--- src/rtl/assert_macros.svh ---
// Assertion macros shared by the lexer RTL.
// Depends on nothing; define SYNTHESIS to drop every check.
`ifndef ASSERT_MACROS_SVH
`define ASSERT_MACROS_SVH
`ifndef SYNTHESIS
`define JBL_ASSERT(label, clk, rst_n, prop) \
  label: assert property (@(posedge clk) disable iff (!rst_n) (prop)) \
    else $error("assertion failed");
`define JBL_ASSERT_NEXT(label, clk, rst_n, pre, post) \
  label: assert property (@(posedge clk) disable iff (!rst_n) (pre) |=> (post)) \
    else $error("assertion failed");
`else
`define JBL_ASSERT(label, clk, rst_n, prop)
`define JBL_ASSERT_NEXT(label, clk, rst_n, pre, post)
`endif
`endif

--- src/rtl/jbl_pkg.sv ---
// Package for the JSON byte stream lexer: token codes, modes, result bundle.
// No dependencies.
package jbl_pkg;

  localparam int unsigned LineCountWidth = 32;

  typedef enum logic [3:0] {
    TK_LBRACKET = 4'd0,
    TK_LBRACE   = 4'd1,
    TK_COLON    = 4'd2,
    TK_COMMA    = 4'd3,
    TK_RBRACE   = 4'd4,
    TK_RBRACKET = 4'd5,
    TK_STR_END  = 4'd6,
    TK_NUM_END  = 4'd7,
    TK_TRUE     = 4'd8,
    TK_FALSE    = 4'd9,
    TK_NULL     = 4'd10,
    TK_EOF      = 4'd11,
    TK_ERROR    = 4'd12,
    TK_CONTENT  = 4'd13
  } token_kind_e;

  typedef enum logic [2:0] {
    M_IDLE    = 3'd0,
    M_STRING  = 3'd1,
    M_ESCAPE  = 3'd2,
    M_HEX     = 3'd3,
    M_LITERAL = 3'd4,
    M_NUMBER  = 3'd5,
    M_SLASH   = 3'd6,
    M_COMMENT = 3'd7
  } lex_mode_e;

  typedef struct packed {
    logic [3:0] kind;
    logic [7:0] data;
  } token_t;

  // One input's worth of results: up to three tokens sharing a line number.
  typedef struct packed {
    logic [1:0]  count;   // 1..3
    token_t [2:0] tok;    // tok[0] first
    logic [31:0] line;
  } bundle_t;

  localparam int unsigned BundleWidth = $bits(bundle_t);
  localparam int unsigned QueueDepth  = 2;
  localparam int unsigned QueueAw     = (QueueDepth > 1) ? $clog2(QueueDepth) : 1;
  localparam int unsigned QueueCw     = $clog2(QueueDepth + 1);

endpackage

--- src/rtl/jbl_front.sv ---
// Front end: accepts bytes, runs the lexer state, packs results into a bundle.
// Depends on jbl_pkg.
module jbl_front (
  input  logic               clk_i,
  input  logic               rst_ni,
  input  logic               in_valid_i,
  output logic               in_ready_o,
  input  logic [7:0]         text_byte_i,
  input  logic               is_end_i,
  output logic               push_o,
  output jbl_pkg::bundle_t   bundle_o,
  input  logic               full_i
);

  jbl_pkg::lex_mode_e mode_q, mode_d;
  logic [2:0]  lpos_q, lpos_d;
  logic [1:0]  lword_q, lword_d;
  logic [2:0]  nphase_q, nphase_d;
  logic [15:0] hacc_q, hacc_d;
  logic [2:0]  hcnt_q, hcnt_d;
  logic [1:0]  upend_q, upend_d;
  logic [2:0]  uclass_q, uclass_d;
  logic [jbl_pkg::LineCountWidth-1:0] line_q, line_d;
  logic        err_q, err_d;

  logic        fire;
  logic [1:0]  n;
  jbl_pkg::token_t [2:0] tk;
  logic [31:0] line_snap;

  assign in_ready_o = !full_i;
  assign fire = in_valid_i && in_ready_o;

  function automatic logic num_complete(input logic [2:0] p);
    return (p == 3'd1) || (p == 3'd2) || (p == 3'd4) || (p == 3'd7);
  endfunction

  function automatic logic [7:0] lit_char(input logic [1:0] w, input logic [2:0] p);
    logic [7:0] r;
    r = 8'h00;
    unique case (w)
      2'd0: unique case (p)
              3'd0: r = "r"; 3'd1: r = "u"; 3'd2: r = "e"; default: r = 8'h00;
            endcase
      2'd1: unique case (p)
              3'd0: r = "a"; 3'd1: r = "l"; 3'd2: r = "s"; 3'd3: r = "e";
              default: r = 8'h00;
            endcase
      2'd2: unique case (p)
              3'd0: r = "u"; 3'd1: r = "l"; 3'd2: r = "l"; default: r = 8'h00;
            endcase
      default: r = 8'h00;
    endcase
    return r;
  endfunction

  always_comb begin
    logic [7:0]  c;
    logic        dig, ex, hexok, nx_ok, lit_ok;
    logic [3:0]  hv;
    logic [2:0]  nx;
    logic [2:0]  llen;
    logic [7:0]  lo, hi;
    logic [15:0] x;
    logic        idle_pass;
    logic [63:0] lwide;
    c = text_byte_i;
    mode_d = mode_q; lpos_d = lpos_q; lword_d = lword_q; nphase_d = nphase_q;
    hacc_d = hacc_q; hcnt_d = hcnt_q; upend_d = upend_q; uclass_d = uclass_q;
    line_d = line_q; err_d = err_q;
    n = 2'd0;
    tk = '0;
    idle_pass = 1'b0;
    dig = (c >= "0") && (c <= "9");
    ex = (c == "e") || (c == "E");
    hexok = 1'b1; hv = 4'd0;
    if (dig) hv = 4'(c - "0");
    else if (c >= "A" && c <= "F") hv = 4'(c - "A" + 8'd10);
    else if (c >= "a" && c <= "f") hv = 4'(c - "a" + 8'd10);
    else hexok = 1'b0;
    nx = 3'd0; nx_ok = 1'b0;
    llen = (lword_q == 2'd1) ? 3'd4 : 3'd3;
    lit_ok = 1'b0;
    lo = 8'h80; hi = 8'hBF;
    x = {hacc_q[11:0], hv};
    // line number on the port saturates at 32 bits
    lwide = 64'(line_q);
    line_snap = (lwide > 64'hFFFF_FFFF) ? 32'hFFFF_FFFF : lwide[31:0];

    if (is_end_i) begin
      if (!err_q) begin
        if (mode_q == jbl_pkg::M_NUMBER) begin
          tk[0].kind = num_complete(nphase_q) ? jbl_pkg::TK_NUM_END : jbl_pkg::TK_ERROR;
          n = 2'd1;
        end else if (mode_q != jbl_pkg::M_IDLE && mode_q != jbl_pkg::M_COMMENT) begin
          tk[0].kind = jbl_pkg::TK_ERROR;
          n = 2'd1;
        end
      end
      tk[n].kind = jbl_pkg::TK_EOF;
      n = n + 2'd1;
      mode_d = jbl_pkg::M_IDLE; lpos_d = '0; lword_d = '0; nphase_d = '0;
      hacc_d = '0; hcnt_d = '0; upend_d = '0; uclass_d = '0; line_d = '0; err_d = 1'b0;
    end else if (!err_q) begin
      unique case (mode_q)
        jbl_pkg::M_NUMBER: begin
          unique case (nphase_q)
            3'd0: begin nx_ok = dig; nx = (c == "0") ? 3'd1 : 3'd2; end
            3'd1: begin nx_ok = (c == ".") || ex; nx = (c == ".") ? 3'd3 : 3'd5; end
            3'd2: begin
              nx_ok = dig || (c == ".") || ex;
              nx = dig ? 3'd2 : ((c == ".") ? 3'd3 : 3'd5);
            end
            3'd3: begin nx_ok = dig; nx = 3'd4; end
            3'd4: begin nx_ok = dig || ex; nx = dig ? 3'd4 : 3'd5; end
            3'd5: begin
              nx_ok = dig || (c == "+") || (c == "-");
              nx = dig ? 3'd7 : 3'd6;
            end
            default: begin nx_ok = dig; nx = 3'd7; end
          endcase
          if (nx_ok) begin
            nphase_d = nx;
            tk[0] = '{kind: jbl_pkg::TK_CONTENT, data: c};
            n = 2'd1;
          end else if (num_complete(nphase_q)) begin
            tk[0].kind = jbl_pkg::TK_NUM_END;
            n = 2'd1;
            mode_d = jbl_pkg::M_IDLE; nphase_d = '0;
            idle_pass = 1'b1;
          end else begin
            tk[0].kind = jbl_pkg::TK_ERROR; n = 2'd1; err_d = 1'b1;
            mode_d = jbl_pkg::M_IDLE; nphase_d = '0;
          end
        end
        jbl_pkg::M_IDLE: idle_pass = 1'b1;
        jbl_pkg::M_STRING: begin
          if (upend_q != 2'd0) begin
            unique case (uclass_q)
              3'd1: lo = 8'hA0;
              3'd2: hi = 8'h9F;
              3'd3: lo = 8'h90;
              3'd4: hi = 8'h8F;
              default: ;
            endcase
            if (c < lo || c > hi) begin
              tk[0].kind = jbl_pkg::TK_ERROR; n = 2'd1; err_d = 1'b1;
              mode_d = jbl_pkg::M_IDLE; upend_d = '0; uclass_d = '0;
            end else begin
              upend_d = upend_q - 2'd1; uclass_d = '0;
              tk[0] = '{kind: jbl_pkg::TK_CONTENT, data: c}; n = 2'd1;
            end
          end else if (c < 8'h20) begin
            tk[0].kind = jbl_pkg::TK_ERROR; n = 2'd1; err_d = 1'b1;
            mode_d = jbl_pkg::M_IDLE;
          end else if (c == "\"") begin
            tk[0].kind = jbl_pkg::TK_STR_END; n = 2'd1; mode_d = jbl_pkg::M_IDLE;
          end else if (c == "\\") begin
            mode_d = jbl_pkg::M_ESCAPE;
          end else if (c < 8'h80) begin
            tk[0] = '{kind: jbl_pkg::TK_CONTENT, data: c}; n = 2'd1;
          end else begin
            tk[0] = '{kind: jbl_pkg::TK_CONTENT, data: c}; n = 2'd1;
            if (c >= 8'hC2 && c <= 8'hDF) begin upend_d = 2'd1; uclass_d = 3'd0; end
            else if (c == 8'hE0) begin upend_d = 2'd2; uclass_d = 3'd1; end
            else if (c == 8'hED) begin upend_d = 2'd2; uclass_d = 3'd2; end
            else if (c >= 8'hE1 && c <= 8'hEF) begin upend_d = 2'd2; uclass_d = 3'd0; end
            else if (c == 8'hF0) begin upend_d = 2'd3; uclass_d = 3'd3; end
            else if (c >= 8'hF1 && c <= 8'hF3) begin upend_d = 2'd3; uclass_d = 3'd0; end
            else if (c == 8'hF4) begin upend_d = 2'd3; uclass_d = 3'd4; end
            else begin
              tk[0] = '{kind: jbl_pkg::TK_ERROR, data: 8'h00}; err_d = 1'b1;
              mode_d = jbl_pkg::M_IDLE;
            end
          end
        end
        jbl_pkg::M_ESCAPE: begin
          mode_d = jbl_pkg::M_STRING; n = 2'd1;
          tk[0].kind = jbl_pkg::TK_CONTENT;
          unique case (c)
            "\"", "\\", "/": tk[0].data = c;
            "b": tk[0].data = 8'h08;
            "f": tk[0].data = 8'h0C;
            "n": tk[0].data = 8'h0A;
            "r": tk[0].data = 8'h0D;
            "t": tk[0].data = 8'h09;
            "u": begin
              n = 2'd0; mode_d = jbl_pkg::M_HEX; hacc_d = '0; hcnt_d = '0;
            end
            default: begin
              tk[0].kind = jbl_pkg::TK_ERROR; err_d = 1'b1; mode_d = jbl_pkg::M_IDLE;
            end
          endcase
        end
        jbl_pkg::M_HEX: begin
          if (!hexok) begin
            tk[0].kind = jbl_pkg::TK_ERROR; n = 2'd1; err_d = 1'b1;
            mode_d = jbl_pkg::M_IDLE; hacc_d = '0; hcnt_d = '0;
          end else if (hcnt_q != 3'd3) begin
            hacc_d = x; hcnt_d = hcnt_q + 3'd1;
          end else begin
            hacc_d = '0; hcnt_d = '0;
            if (x >= 16'hD800 && x <= 16'hDFFF) begin
              tk[0].kind = jbl_pkg::TK_ERROR; n = 2'd1; err_d = 1'b1;
              mode_d = jbl_pkg::M_IDLE;
            end else begin
              mode_d = jbl_pkg::M_STRING;
              tk[0].kind = jbl_pkg::TK_CONTENT;
              tk[1].kind = jbl_pkg::TK_CONTENT;
              tk[2].kind = jbl_pkg::TK_CONTENT;
              if (x < 16'h0080) begin
                n = 2'd1; tk[0].data = x[7:0];
              end else if (x < 16'h0800) begin
                n = 2'd2;
                tk[0].data = {3'b110, x[10:6]};
                tk[1].data = {2'b10, x[5:0]};
              end else begin
                n = 2'd3;
                tk[0].data = {4'b1110, x[15:12]};
                tk[1].data = {2'b10, x[11:6]};
                tk[2].data = {2'b10, x[5:0]};
              end
            end
          end
        end
        jbl_pkg::M_LITERAL: begin
          lit_ok = (lword_q != 2'd3) && (lpos_q < llen) && (c == lit_char(lword_q, lpos_q));
          if (!lit_ok) begin
            tk[0].kind = jbl_pkg::TK_ERROR; n = 2'd1; err_d = 1'b1;
            mode_d = jbl_pkg::M_IDLE; lpos_d = '0; lword_d = '0;
          end else if (lpos_q + 3'd1 == llen) begin
            n = 2'd1;
            tk[0].kind = (lword_q == 2'd0) ? jbl_pkg::TK_TRUE :
                         (lword_q == 2'd1) ? jbl_pkg::TK_FALSE : jbl_pkg::TK_NULL;
            mode_d = jbl_pkg::M_IDLE; lpos_d = '0; lword_d = '0;
          end else begin
            lpos_d = lpos_q + 3'd1;
          end
        end
        jbl_pkg::M_SLASH: begin
          if (c == "/") mode_d = jbl_pkg::M_COMMENT;
          else begin
            tk[0].kind = jbl_pkg::TK_ERROR; n = 2'd1; err_d = 1'b1;
            mode_d = jbl_pkg::M_IDLE;
          end
        end
        default: begin
          if (c == 8'h0A) begin
            mode_d = jbl_pkg::M_IDLE;
            if (line_q != '1) line_d = line_q + 1'b1;
          end
        end
      endcase

      // Byte lexed from idle, possibly right after a number end.
      if (idle_pass) begin
        unique case (c)
          "[": begin tk[n].kind = jbl_pkg::TK_LBRACKET; n = n + 2'd1; end
          "{": begin tk[n].kind = jbl_pkg::TK_LBRACE; n = n + 2'd1; end
          ":": begin tk[n].kind = jbl_pkg::TK_COLON; n = n + 2'd1; end
          ",": begin tk[n].kind = jbl_pkg::TK_COMMA; n = n + 2'd1; end
          "}": begin tk[n].kind = jbl_pkg::TK_RBRACE; n = n + 2'd1; end
          "]": begin tk[n].kind = jbl_pkg::TK_RBRACKET; n = n + 2'd1; end
          " ", 8'h09, 8'h0D: ;
          8'h0A: if (line_q != '1) line_d = line_q + 1'b1;
          "\"": mode_d = jbl_pkg::M_STRING;
          "t": begin mode_d = jbl_pkg::M_LITERAL; lpos_d = '0; lword_d = 2'd0; end
          "f": begin mode_d = jbl_pkg::M_LITERAL; lpos_d = '0; lword_d = 2'd1; end
          "n": begin mode_d = jbl_pkg::M_LITERAL; lpos_d = '0; lword_d = 2'd2; end
          "/": mode_d = jbl_pkg::M_SLASH;
          default: begin
            if (c == "-" || dig) begin
              mode_d = jbl_pkg::M_NUMBER;
              nphase_d = (c == "-") ? 3'd0 : ((c == "0") ? 3'd1 : 3'd2);
              tk[n] = '{kind: jbl_pkg::TK_CONTENT, data: c};
              n = n + 2'd1;
            end else begin
              tk[n] = '{kind: jbl_pkg::TK_ERROR, data: 8'h00};
              n = n + 2'd1;
              err_d = 1'b1;
              mode_d = jbl_pkg::M_IDLE; nphase_d = '0;
            end
          end
        endcase
      end
    end
  end

  assign push_o = fire && (n != 2'd0);
  assign bundle_o = '{count: n, tok: tk, line: line_snap};

  always_ff @(posedge clk_i or negedge rst_ni) begin
    if (!rst_ni) begin
      mode_q <= jbl_pkg::M_IDLE;
      lpos_q <= '0; lword_q <= '0; nphase_q <= '0; hacc_q <= '0; hcnt_q <= '0;
      upend_q <= '0; uclass_q <= '0; line_q <= '0; err_q <= 1'b0;
    end else if (fire) begin
      mode_q <= mode_d;
      lpos_q <= lpos_d; lword_q <= lword_d; nphase_q <= nphase_d;
      hacc_q <= hacc_d; hcnt_q <= hcnt_d; upend_q <= upend_d; uclass_q <= uclass_d;
      line_q <= line_d; err_q <= err_d;
    end
  end

  `include "assert_macros.svh"
  `JBL_ASSERT(a_err_idle, clk_i, rst_ni, !err_q || mode_q == jbl_pkg::M_IDLE)
  `JBL_ASSERT(a_push_safe, clk_i, rst_ni, !push_o || !full_i)
  `JBL_ASSERT(a_end_clears, clk_i, rst_ni, !(fire && is_end_i) || push_o)

endmodule

--- src/rtl/jbl_queue.sv ---
// Short FIFO of result bundles between front and back.
// Depends on jbl_pkg.
module jbl_queue (
  input  logic             clk_i,
  input  logic             rst_ni,
  input  logic             push_i,
  input  jbl_pkg::bundle_t data_i,
  output logic             full_o,
  output logic             empty_o,
  input  logic             pop_i,
  output jbl_pkg::bundle_t data_o
);

  jbl_pkg::bundle_t [jbl_pkg::QueueDepth-1:0] mem_q;
  logic [jbl_pkg::QueueAw-1:0] wr_q, rd_q;
  logic [jbl_pkg::QueueCw-1:0] cnt_q;

  assign full_o  = (cnt_q == jbl_pkg::QueueCw'(jbl_pkg::QueueDepth));
  assign empty_o = (cnt_q == '0);
  assign data_o  = mem_q[rd_q];

  always_ff @(posedge clk_i) begin
    if (push_i) mem_q[wr_q] <= data_i;
  end

  always_ff @(posedge clk_i or negedge rst_ni) begin
    if (!rst_ni) begin
      wr_q <= '0; rd_q <= '0; cnt_q <= '0;
    end else begin
      if (push_i) begin
        wr_q <= (wr_q == jbl_pkg::QueueAw'(jbl_pkg::QueueDepth - 1)) ? '0 : wr_q + 1'b1;
      end
      if (pop_i) begin
        rd_q <= (rd_q == jbl_pkg::QueueAw'(jbl_pkg::QueueDepth - 1)) ? '0 : rd_q + 1'b1;
      end
      cnt_q <= cnt_q + jbl_pkg::QueueCw'(push_i) - jbl_pkg::QueueCw'(pop_i);
    end
  end

  `include "assert_macros.svh"
  `JBL_ASSERT(a_no_overflow, clk_i, rst_ni, !(push_i && full_o))
  `JBL_ASSERT(a_no_underflow, clk_i, rst_ni, !(pop_i && empty_o))
  `JBL_ASSERT(a_cnt_range, clk_i, rst_ni, cnt_q <= jbl_pkg::QueueCw'(jbl_pkg::QueueDepth))

endmodule

--- src/rtl/jbl_back.sv ---
// Back end: unpacks bundles into single token transfers on the output port.
// Depends on jbl_pkg.
module jbl_back (
  input  logic             clk_i,
  input  logic             rst_ni,
  input  logic             empty_i,
  input  jbl_pkg::bundle_t data_i,
  output logic             pop_o,
  output logic             out_valid_o,
  input  logic             out_ready_i,
  output logic [3:0]       token_kind_o,
  output logic [7:0]       content_byte_o,
  output logic [31:0]      line_number_o,
  output logic             last_of_run_o
);

  logic [1:0] idx_q;
  logic       last;

  assign out_valid_o    = !empty_i;
  assign token_kind_o   = data_i.tok[idx_q].kind;
  assign content_byte_o = data_i.tok[idx_q].data;
  assign line_number_o  = data_i.line;
  assign last           = (idx_q + 2'd1 == data_i.count);
  assign last_of_run_o  = last;
  assign pop_o          = out_valid_o && out_ready_i && last;

  always_ff @(posedge clk_i or negedge rst_ni) begin
    if (!rst_ni) idx_q <= '0;
    else if (out_valid_o && out_ready_i) idx_q <= last ? 2'd0 : idx_q + 2'd1;
  end

  `include "assert_macros.svh"
  `JBL_ASSERT(a_idx_range, clk_i, rst_ni, !out_valid_o || idx_q < data_i.count)
  `JBL_ASSERT_NEXT(a_idx_wrap, clk_i, rst_ni, pop_o, idx_q == 2'd0)
  `JBL_ASSERT(a_idle_idx, clk_i, rst_ni, out_valid_o || idx_q == 2'd0)

endmodule

--- src/rtl/json_byte_stream_lexer_core.sv ---
// Top level of the JSON byte stream lexer.
// Depends on jbl_pkg, jbl_front, jbl_queue, jbl_back.
//
//  channel | direction | handshake            | payload
//  in      | input     | in_valid_i/in_ready_o | text_byte_i, is_end_i
//  out     | output    | out_valid_o/out_ready_i | token_kind_o, content_byte_o,
//          |           |                        | line_number_o, last_of_run_o
//
// One input byte per cycle is taken whenever the two-entry bundle queue is not full.
// Each byte yields zero to three tokens; an unstalled back end sends one token per cycle,
// so sustained rate is one byte per cycle when bytes average at most one token.
// Reset (rst_ni low) returns the lexer to idle, line count zero, queue empty.
// Output stalls fill the queue and then deassert in_ready_o; no token is dropped.
module json_byte_stream_lexer_core (
  input  logic        clk_i,
  input  logic        rst_ni,
  input  logic        in_valid_i,
  output logic        in_ready_o,
  input  logic [7:0]  text_byte_i,
  input  logic        is_end_i,
  output logic        out_valid_o,
  input  logic        out_ready_i,
  output logic [3:0]  token_kind_o,
  output logic [7:0]  content_byte_o,
  output logic [31:0] line_number_o,
  output logic        last_of_run_o
);

  logic             push, full, empty, pop;
  jbl_pkg::bundle_t wbundle, rbundle;

  // Lexer state machine; writes one bundle per byte that makes tokens.
  jbl_front u_front (
    .clk_i, .rst_ni, .in_valid_i, .in_ready_o, .text_byte_i, .is_end_i,
    .push_o(push), .bundle_o(wbundle), .full_i(full)
  );

  // Decouples lexing from output backpressure.
  jbl_queue u_queue (
    .clk_i, .rst_ni, .push_i(push), .data_i(wbundle), .full_o(full),
    .empty_o(empty), .pop_i(pop), .data_o(rbundle)
  );

  // Serializes each bundle into token transfers.
  jbl_back u_back (
    .clk_i, .rst_ni, .empty_i(empty), .data_i(rbundle), .pop_o(pop),
    .out_valid_o, .out_ready_i, .token_kind_o, .content_byte_o,
    .line_number_o, .last_of_run_o
  );

endmodule

--- config.mk ---
export PLATFORM = sky130hd
export DESIGN_NAME = json_byte_stream_lexer_core
export DESIGN_NICKNAME = d
export VERILOG_FILES = /design/src/rtl/jbl_pkg.sv /design/src/rtl/jbl_front.sv /design/src/rtl/jbl_queue.sv /design/src/rtl/jbl_back.sv /design/src/rtl/json_byte_stream_lexer_core.sv
export VERILOG_INCLUDE_DIRS = /design/src /design/src/rtl
export SDC_FILE = /design/constraint.sdc
export NUM_CORES = 1
export LEC_CHECK = 0
export ABC_CLOCK_PERIOD_IN_PS = 19600
export BUFFER_PORTS_ARGS = -buffer_cell sky130_fd_sc_hd__buf_2
export CAP_MARGIN = 40
export CELL_PAD_IN_SITES_DETAIL_PLACEMENT = 1
export CELL_PAD_IN_SITES_GLOBAL_PLACEMENT = 2
export CORE_ASPECT_RATIO = 1.5
export CORE_UTILIZATION = 45
export CTS_CLUSTER_DIAMETER = 200
export DETAILED_ROUTE_END_ITERATION = 10
export PLACE_DENSITY_LB_ADDON = 0.1
export SYNTH_ARGS = -nofsm -noshare
export SYNTH_HDL_FRONTEND = slang
export SYNTH_HIERARCHICAL = 1
export SYNTH_SLANG_ARGS = --single-unit
--- constraint.sdc ---
create_clock -name clk_i -period 19.6 [get_ports clk_i]
set_input_delay 4.9 -clock clk_i [delete_from_list [all_inputs] [get_ports clk_i]]
set_output_delay 4.9 -clock clk_i [all_outputs]
set_load 0.02 [all_outputs]
==> run_results.csv <==
group,metric,value,unit
timing,finalHoldViolations,0,
timing,fin_crit,9410,ps
placed_design,dpl_worst_slack,9710,ps
placed_design,io_buffers,59,
placed_design,routabilityCongestion,0.964,
yosys,ys.flop_type,"edfxtp_1",
yosys,ys_types,101,
die,die_w,140,um
worst_setup_path,startpoint_type,"input port",
detailed_routing,drt_pass1_iterations,4,
die,dieHeight,209,um
timing,worst_slew_pin_slew,824,ps
power_and_ir_drop,p_per_area,113,mW/mm2
yosys,synth_top_area_frac,0.326,
timing,max_freq,106,MHz
yosys,syn_avg_cell_area,10.9,um2
power_and_ir_drop,ir_drop,0.0000747,V
die,initial_core_util,0.460,
yosys,synth_top_cells_by_area,"edfxtp_1 33%, dfrtp_1 14%, mux2_4 8.0%",
clock_network,cts.sinks,210,
detailed_routing,via_count,9658,
timing,setup_tns,0,ps
worst_setup_path,r2r_cells,16,
yosys,synth_seq_cells,210,
global_routing,grt_pass1_vias,9946,
clock_network,hold_buffers,0,
die,die-area,0.0294,mm2
worst_setup_path,crit_chain,"buf_2, inv_1, ha_1, o21bai_1, a21o_1, a2bb2oi_1, nor2_1, or3_1, or2_2, ha_1, inv_1, nor3_1, a211oi_1, nor2b_4, buf_4, buf_12",
global_routing,grt-ovfl-total,0,
final_layout,diodes,0,
final_layout,final_net_count,1221,
clock_network,root_buffer,"clkbuf_16",
yosys,synth_edf_count,140,
hold_path,worst_hold_path_type,"reg -> reg",
timing,worst_slack,10190,ps
placed_design,place_hpwl,30000,um
timing,slew_viol_final,0,
worst_setup_path,required,19800,ps
clock_network,worst_skew_pair.late_latency,510,ps
yosys,yosysWarnings,6,
timing,min_period_over_period,0.480,
yosys,async_flop_share,0.333,
yosys,synth_area,0.0129,mm2
detailed_routing,drtIter0Drc,470,
final_layout,syn_to_final_growth,7.25,%
clock_network,htreeDepth,1,
worst_setup_path,path_max_fanout,37,
hold_path,hold_depth,2,
clock_network,clk_transition_reported_paths,60,ps
detailed_routing,routed_wl,40200,um
power_and_ir_drop,p_leak,5.30,nW
yosys,synth-seq-area-share,0.462,
worst_setup_path,critPathSlowestCell,"a211oi_1",
worst_setup_path,crit_type,"in -> reg",
die,coreArea,0.0281,mm2
worst_setup_path,critPathCaptureType,"flop",
worst_setup_path,max_stage_delay,510,ps
timing,setup_viol,0,
run,maxCapViolCount,0,
clock_network,cts.path.max_buffers,3,
die,rows,75,
clock_network,post-cts-setup-buffers,0,
global_routing,grt_max_degree,59,
global_routing,grt.total_usage,0.280,
yosys,syn_inst,1188,
clock_network,cts_tree,"yes",
final_layout,utilization,0.493,
final_layout,multi_input_area,0.00606,mm2
detailed_routing,drtAntennaViolNets,0,
clock_network,numCtsBuffers,22,
global_routing,antenna_found_initial,0,
detailed_routing,wl_per_cell,26.0,um
final_layout,fill_cells,3029,
final_layout,seqCellArea,0.00596,mm2
timing,grt_setup_unrepaired,"false",
timing,finalClockSkew,11.8,ps
worst_setup_path,worstPathArrival,9610,ps
final_layout,drive_gt1_frac,0.194,
detailed_routing,drcViolationCount,0,
global_routing,grt_pass1_wl,61600,um
status,status,"completed",
timing,slew_headroom,0.443,
clock_network,cts-resized-gates,0,
detailed_routing,via_per_inst,6.24,
die,ios,60,
yosys,yosysTopAreaCell,"edfxtp_1",
==> through the flow <==
| step | total power [mW] | cells | instance area, um2 | hold WS (ps) |
|---|---|---|---|---|
| detailed placement | 1.18 | 1507 | 13100 | 468 |
| CTS | 1.59 | 1547 | 13800 | 483 |
| finish | 1.57 | 1547 | 13800 | 482 |
| global placement | 1.15 | 1502 | 13000 | 461 |
| global route | 1.64 | 1547 | 13800 | 519 |
| floorplan | 1.08 | 1189 | 12900 | 447 |
==> routing by layer <==
metal | part of all wire | global-route usage | wire [um]
met3 | 0.025 | 0.0242 | 996
met4 | 0.059 | 0.163 | 2350
met1 | 0.37 | 0.291 | 14800
met2 | 0.55 | 0.543 | 22100
met5 | 0 | 0 | 0
==> critical path: cells and delay by family <==
family / cells / cell delay [ps]
AND/OR/NAND/NOR: 5 / 1140
adder cells (fa/ha/maj): 2 / 800
buffers and inverters: 5 / 1200
AO/OA/AOI/OAI: 4 / 1520
==> kinds of logic after synthesis <==
family                     Yosys count  synth area share
xor gates and xnor gates            16            0.0138
muxes                               88            0.0953
and+or+nand+nor                    382             0.163
buffers and inverters              144            0.0699
AOI/OAI and AO/OA                  324             0.174
adders and majority gates           23            0.0223
DFF                                210             0.462
other                                1          0.000291
==> layout make-up <==
class	instances	area share
Tap cell	346	0.0313
Inverter	34	0.00923
Sequential cell	210	0.431
Clock inverter	10	0.00543
Timing Repair Buffer	82	0.0385
Clock buffer	30	0.0465
Multi-Input combinational cell	835	0.438
==> flip-flops by register name, summed over array words and instances (netlist names), 2 cells and up <==
signal / count
u_front/hacc_q: 12
u_front/line_q: 32
u_front/mode_q: 3
u_queue/mem_q: 140
u_queue/cnt_q: 2
u_back/idx_q: 2
u_front/uclass_q: 3
u_front/upend_q: 2
u_front/lpos_q: 3
u_front/hcnt_q: 3
u_front/nphase_q: 3
u_front/lword_q: 2
==> cell usage in the layout, fill, tap and decap left out, drive strengths merged, types with 9 or more instances in the layout <==
master  netlist  routed
a22oi         9       9
dfrtp        70      70
nor2b        14      14
nand2       109     109
o22ai        10      10
a21oi        59      59
nand3        39      39
buf          70      82
mux2         71      71
edfxtp      140     140
a22o         13      13
inv          34      36
nor3         20      20
o31ai        19      19
nor4         22      22
nand2b       11      11
nand4        15      15
a31oi        30      30
and2         16      16
clkbuf       40      30
o21ai        84      84
mux2i        17      17
nor2         58      58
a211oi        9       9
or2          11      11
ha           23      23
a21o         11      11
and3         17      17
==> final timing paths <==
path,start,end,slack (ps)
max reg2reg,u_front/lword_q[1],u_queue/mem_q[18],13730
min in group asynchronous,rst_ni,u_front/upend_q[0],4220
min reg2reg,u_front/upend_q[1],u_front/upend_q[1],480
max,text_byte_i[0],u_queue/mem_q[18],10190
max in group asynchronous,rst_ni,u_front/nphase_q[1],14640
min,u_front/upend_q[1],u_front/upend_q[1],480
==> synth_stat cells (13+ instances only) <==
| cell | instances |
|---|---|
| nor4_1 | 18 |
| nor2b_1 | 13 |
| edfxtp_1 | 140 |
| buf_4 | 40 |
| o21ai_0 | 70 |
| o21ai_1 | 14 |
| clkbuf_1 | 38 |
| mux2i_1 | 17 |
| nand2_1 | 109 |
| dfrtp_1 | 70 |
| a31oi_1 | 29 |
| a22o_1 | 13 |
| nand3_1 | 38 |
| ha_1 | 23 |
| a21oi_1 | 58 |
| nor2_1 | 58 |
| and3_1 | 17 |
| inv_1 | 33 |
| and2_1 | 14 |
| mux2_4 | 69 |
| o31ai_1 | 18 |
| nor3_1 | 19 |
| nand4_1 | 15 |
==> report_power, final <==
group,switching [mW],internal [mW]
Sequential,0.0590,0.559
Combinational,0.306,0.234
Clock,0.177,0.233
Total,0.543,1.03
No activity file was read; power rests on OpenSTA's default activity.
